## config.mk

```make
export PLATFORM = sky130hd
export DESIGN_NAME = msa_ram
export DESIGN_NICKNAME = d
export VERILOG_FILES = /design/src/rtl/msa_ram.sv
export SDC_FILE = /design/constraint.sdc
export NUM_CORES = 1
export LEC_CHECK = 0
export ABC_CLOCK_PERIOD_IN_PS = 2000
export BUFFER_PORTS_ARGS = -buffer_cell sky130_fd_sc_hd__buf_2
export CAP_MARGIN = 20
export CORE_UTILIZATION = 58
export DETAILED_ROUTE_END_ITERATION = 10
export PLACE_DENSITY = 0.76
export SKIP_LAST_GASP = 1
export SLEW_MARGIN = 20
export SYNTH_ARGS = -nofsm -noshare
export SYNTH_HDL_FRONTEND = slang
export SYNTH_SLANG_ARGS = --single-unit
```

## constraint.sdc

```tcl
create_clock -name clk -period 2 [get_ports clk]
set_input_delay 0.2 -clock clk [delete_from_list [all_inputs] [get_ports clk]]
set_output_delay 0.2 -clock clk [all_outputs]
set_load 0.02 [all_outputs]
```

## src/rtl/msa_ram.sv

```systemverilog
module msa_ram #(
	parameter int WIDTH = 8,
	parameter int DEPTH = 16
) (
	input  logic                     clk,
	input  logic                     we,
	input  logic [$clog2(DEPTH)-1:0] waddr,
	input  logic [WIDTH-1:0]         wdata,
	input  logic                     re,
	input  logic [$clog2(DEPTH)-1:0] raddr,
	output logic [WIDTH-1:0]         rdata
);

	logic [WIDTH-1:0] mem [DEPTH];

	always_ff @(posedge clk) begin
		if (we) begin
			mem[waddr] <= wdata;
		end
		if (re) begin
			rdata <= mem[raddr];
		end
	end

endmodule

```

* Word-level counts from Yosys, hierarchy flattened *
Memories as Yosys holds them, arrays and structs flattened. A register that Yosys moved wholly into a read port is not among the register bits.
Index checks and enable logic that the tools add are counted.

storage, ports and cells
  memories = 1
  word-level logic and storage cells = 3
  output and inout port bits = 8
  memory bits (writable) = 128
  bits in registers = 0
  input port bits = 19

operators by class
  mux-type cells = 2

memory list
  memory  depth  bits a word  read ports  clocked after Yosys merged registers in  wr ports  line  text
  mem     16     8            1           1                                        1         14    logic [WIDTH-1:0] mem [DEPTH];

operators by type and width
  cell    number
  $mux 1  2

* Longest topological paths before layout *
  word-level depth = 2
  gate-level depth with buffers = 5
  depth with buffers taken out = 3

* Least setup slack after synthesis *
Ideal clock, no wire load.

  path kind = input -> register
  start = in waddr[2]
  end = mem mem[0][0] (enable)
  arrival time = 1.310 ns
  library setup time = 0.383 ns
  data required time = 1.617 ns
  cell stages on the path = 2
  setup slack = 0.307 ns
  buffers on the path = 0
  path through = or3b_2 nor3_1

RTL lines
  what             line  text
  start, declared  7     input logic [$clog2(DEPTH)-1:0] waddr,
  end, declared    14

No word-level cell before the write port.

==> flow_metrics.env <==
export IMPL_syn_inst=229
export IMPL_die_w_um=96.9
export IMPL_start_util_pct=59.9
export IMPL_ant_nets=0
export IMPL_root_buffer="clkbuf_8"
export IMPL_dp_hpwl_um=6080
export IMPL_mostFrequentLayoutCell="edfxtp_1"
export IMPL_fin_skew_ns=0.00590
export IMPL_port_buffers=26
export IMPL_cp_slowest_cell="mux4_1"
export IMPL_nets=303
export IMPL_critPathKind="reg2reg"
export IMPL_syn_area_um2=5230
export IMPL_first_pass_iters=4
export IMPL_yosysSeqAreaShare_pct=78.1
export IMPL_die_area_um2=9400
export IMPL_cp_start_kind="flip-flop"
export IMPL_h_tree_depth=4
export IMPL_cpPeakStageDelay_ns=0.53
export IMPL_antenna_found_initial=2
export IMPL_pwr_share_seq_pct=51.0
export IMPL_cp_max_fo=1
export IMPL_fin_tns_setup_ns=0
export IMPL_cap_violations=0
export IMPL_dpl_cell_count=373
export IMPL_cts_clk_slew_worst_paths_ns=0.06
export IMPL_post_route_period_util_pct=78.0
export IMPL_max_slew_margin_pct=53.5
export IMPL_vias_per_cell=6.17
export IMPL_final_cell_mix="edfxtp_1, buf_2, mux4_2, buf_4"
export IMPL_finalHoldViolations=0
export IMPL_fmax_ghz=0.641
export IMPL_grt_max_degree=33
export IMPL_critPathTopFamily="multiplexers"
export IMPL_antenna_cells=0
export IMPL_gp_congestion=0.711
export IMPL_p_leak_nw=2.08
export IMPL_area_growth_pct=17.0
export IMPL_avgRoutedWirePerCell_um=24.4
export IMPL_path_buf_inv=0
export IMPL_clk_latency_ns=0.51
export IMPL_layout_cells_non_filler=404
export IMPL_powerDensity_nw_per_um2=1040
export IMPL_p_comb_share_pct=4.8
export IMPL_ys_ff_latch=136
export IMPL_ctsResizeCount=0
export IMPL_cts_setup_buffers=0
export IMPL_cts_buffers=17
export IMPL_p_sw_share_pct=19.9
export IMPL_worstPathArrival_ns=1.81
export IMPL_slew_viol_final=0
export IMPL_cts_tree="done"
export IMPL_syn_num_nets=248
export IMPL_rows=34
export IMPL_end_kind="flip-flop"
export IMPL_crit_path_cell_trace="mux4_1 > a22oi_1 > nand2_1"
export IMPL_vias=2491
export IMPL_synth_distinct_cells=18
export IMPL_setup_viol=0
export IMPL_grt_pass1_vias=2603
export IMPL_p_sw_mw=1.26
export IMPL_clkSinkCount=136
export IMPL_core_um2=8720
export IMPL_min_period_ns=1.56
export IMPL_grt_ovfl_total=0
export IMPL_rsz0062_at_grt="no"
export IMPL_drt_first_iter_violations=270
export IMPL_p_int_mw=5.08
export IMPL_die_h_um=96.9
export IMPL_totalPowerFinal_mw=6.34
export IMPL_cts_hold_buffers=0
export IMPL_avgSynthCellArea_um2=22.8
export IMPL_hp_class="in2reg"
export IMPL_drive_gt1_share_pct=30.1
export IMPL_grt_pass1_wl_um=15600
export IMPL_drt_total_wl_um=9860
export IMPL_vdd_drop_max_mv=0.565
export IMPL_clock_power_share_pct=44.2
export IMPL_io_pins=27
export IMPL_grt_usage_pct=23.6
export IMPL_tightest_slew_ns=0.697
export IMPL_outcome="completed"
export IMPL_nFillCells=511
export IMPL_drc=0
export IMPL_worst_ep_required_time_ns=2.25
export IMPL_yosys_warnings=0
export IMPL_clock_path_buffers=2
[layout make-up]
| class | instances | area [um2] | share of cell area, % |
|---|---|---|---|
| timing repair buffer | 46 | 305 | 4.99 |
| clock buffer | 20 | 425 | 6.96 |
| tap | 108 | 135 | 2.21 |
| clock inverter | 11 | 108 | 1.76 |
| sequential | 136 | 4080 | 66.8 |
| multi-input combinational | 83 | 1060 | 17.3 |
[state kept, by name, indices dropped and copies added (netlist names)]
signal  cells
mem       128
rdata       8
[stage by stage]
| step | hold WS (ns) | utilization, % | worst slack (ns) | cell area, um2 |
|---|---|---|---|---|
| detailed placement | 0.593 | 64.0 | 0.211 | 5580 |
| global route | 0.0392 | 70.1 | 0.371 | 6110 |
| floorplan | 0.299 | - | 0.307 | 5230 |
| finish | 0.0677 | 70.1 | 0.441 | 6110 |
| global placement | 0.584 | 64.0 | 0.221 | 5580 |
| CTS | 0.0473 | 70.1 | 0.405 | 6110 |
[cells by family (layout without fill, tap and decap cells)]
group	Yosys count	in the layout	share of synthesized area, %
DFF	136	136	78.1
and+or+nand+nor	35	35	3.14
muxes	32	32	14.8
AOI/OAI and AO/OA	16	16	2.30
buffers and inverters	10	77	1.65
[synth_stat cells]
| cell type | count | area (um2) |
|---|---|---|
| nor2b_1 | 1 | 6.26 |
| buf_2 | 3 | 15.0 |
| nor3_1 | 4 | 20.0 |
| buf_6 | 3 | 33.8 |
| nand2_1 | 9 | 33.8 |
| nand2b_1 | 2 | 12.5 |
| clkdlybuf4s25_2 | 3 | 30.0 |
| nor2_1 | 13 | 48.8 |
| and2b_1 | 1 | 7.51 |
| or3b_2 | 1 | 8.76 |
| nand3b_1 | 2 | 15.0 |
| buf_4 | 1 | 7.51 |
| mux4_1 | 14 | 368 |
| and2_1 | 1 | 6.26 |
| mux4_2 | 18 | 405 |
| nand3_1 | 1 | 5.00 |
| a22oi_1 | 16 | 120 |
| edfxtp_1 | 136 | 4080 |
[power groups by stage]
stage               combinational (mW)  clock [mW]  sequential (mW)
global placement                 0.299           0             3.29
finish                           0.305        2.80             3.23
CTS                              0.311        2.84             3.23
global route                     0.330        2.95             3.24
detailed placement               0.308           0             3.29
floorplan                        0.162           0             3.30
[final timing paths]
kind	startpoint	end	slack, ns	cells past startpoint
setup reg to reg	mem[9][4]	rdata[4]	0.44	3
hold / removal	re	rdata[0]	0.07	1
setup / recovery	mem[9][4]	rdata[4]	0.44	3
hold reg to reg	mem[4][6]	rdata[6]	0.76	3
[per-layer routing]
metal | part of all wire, % | vias up | global-route usage, % | wire, um
li1 | - | 1094 | - | -
met1 | 39 | 1268 | 31.9 | 3880
met2 | 51 | 116 | 36.8 | 5010
met3 | 8.9 | 11 | 7.51 | 874
met4 | 0.83 | 2 | 8.27 | 82
met5 | 0.13 | - | 0 | 13
No activity file was read; power rests on OpenSTA's default activity.
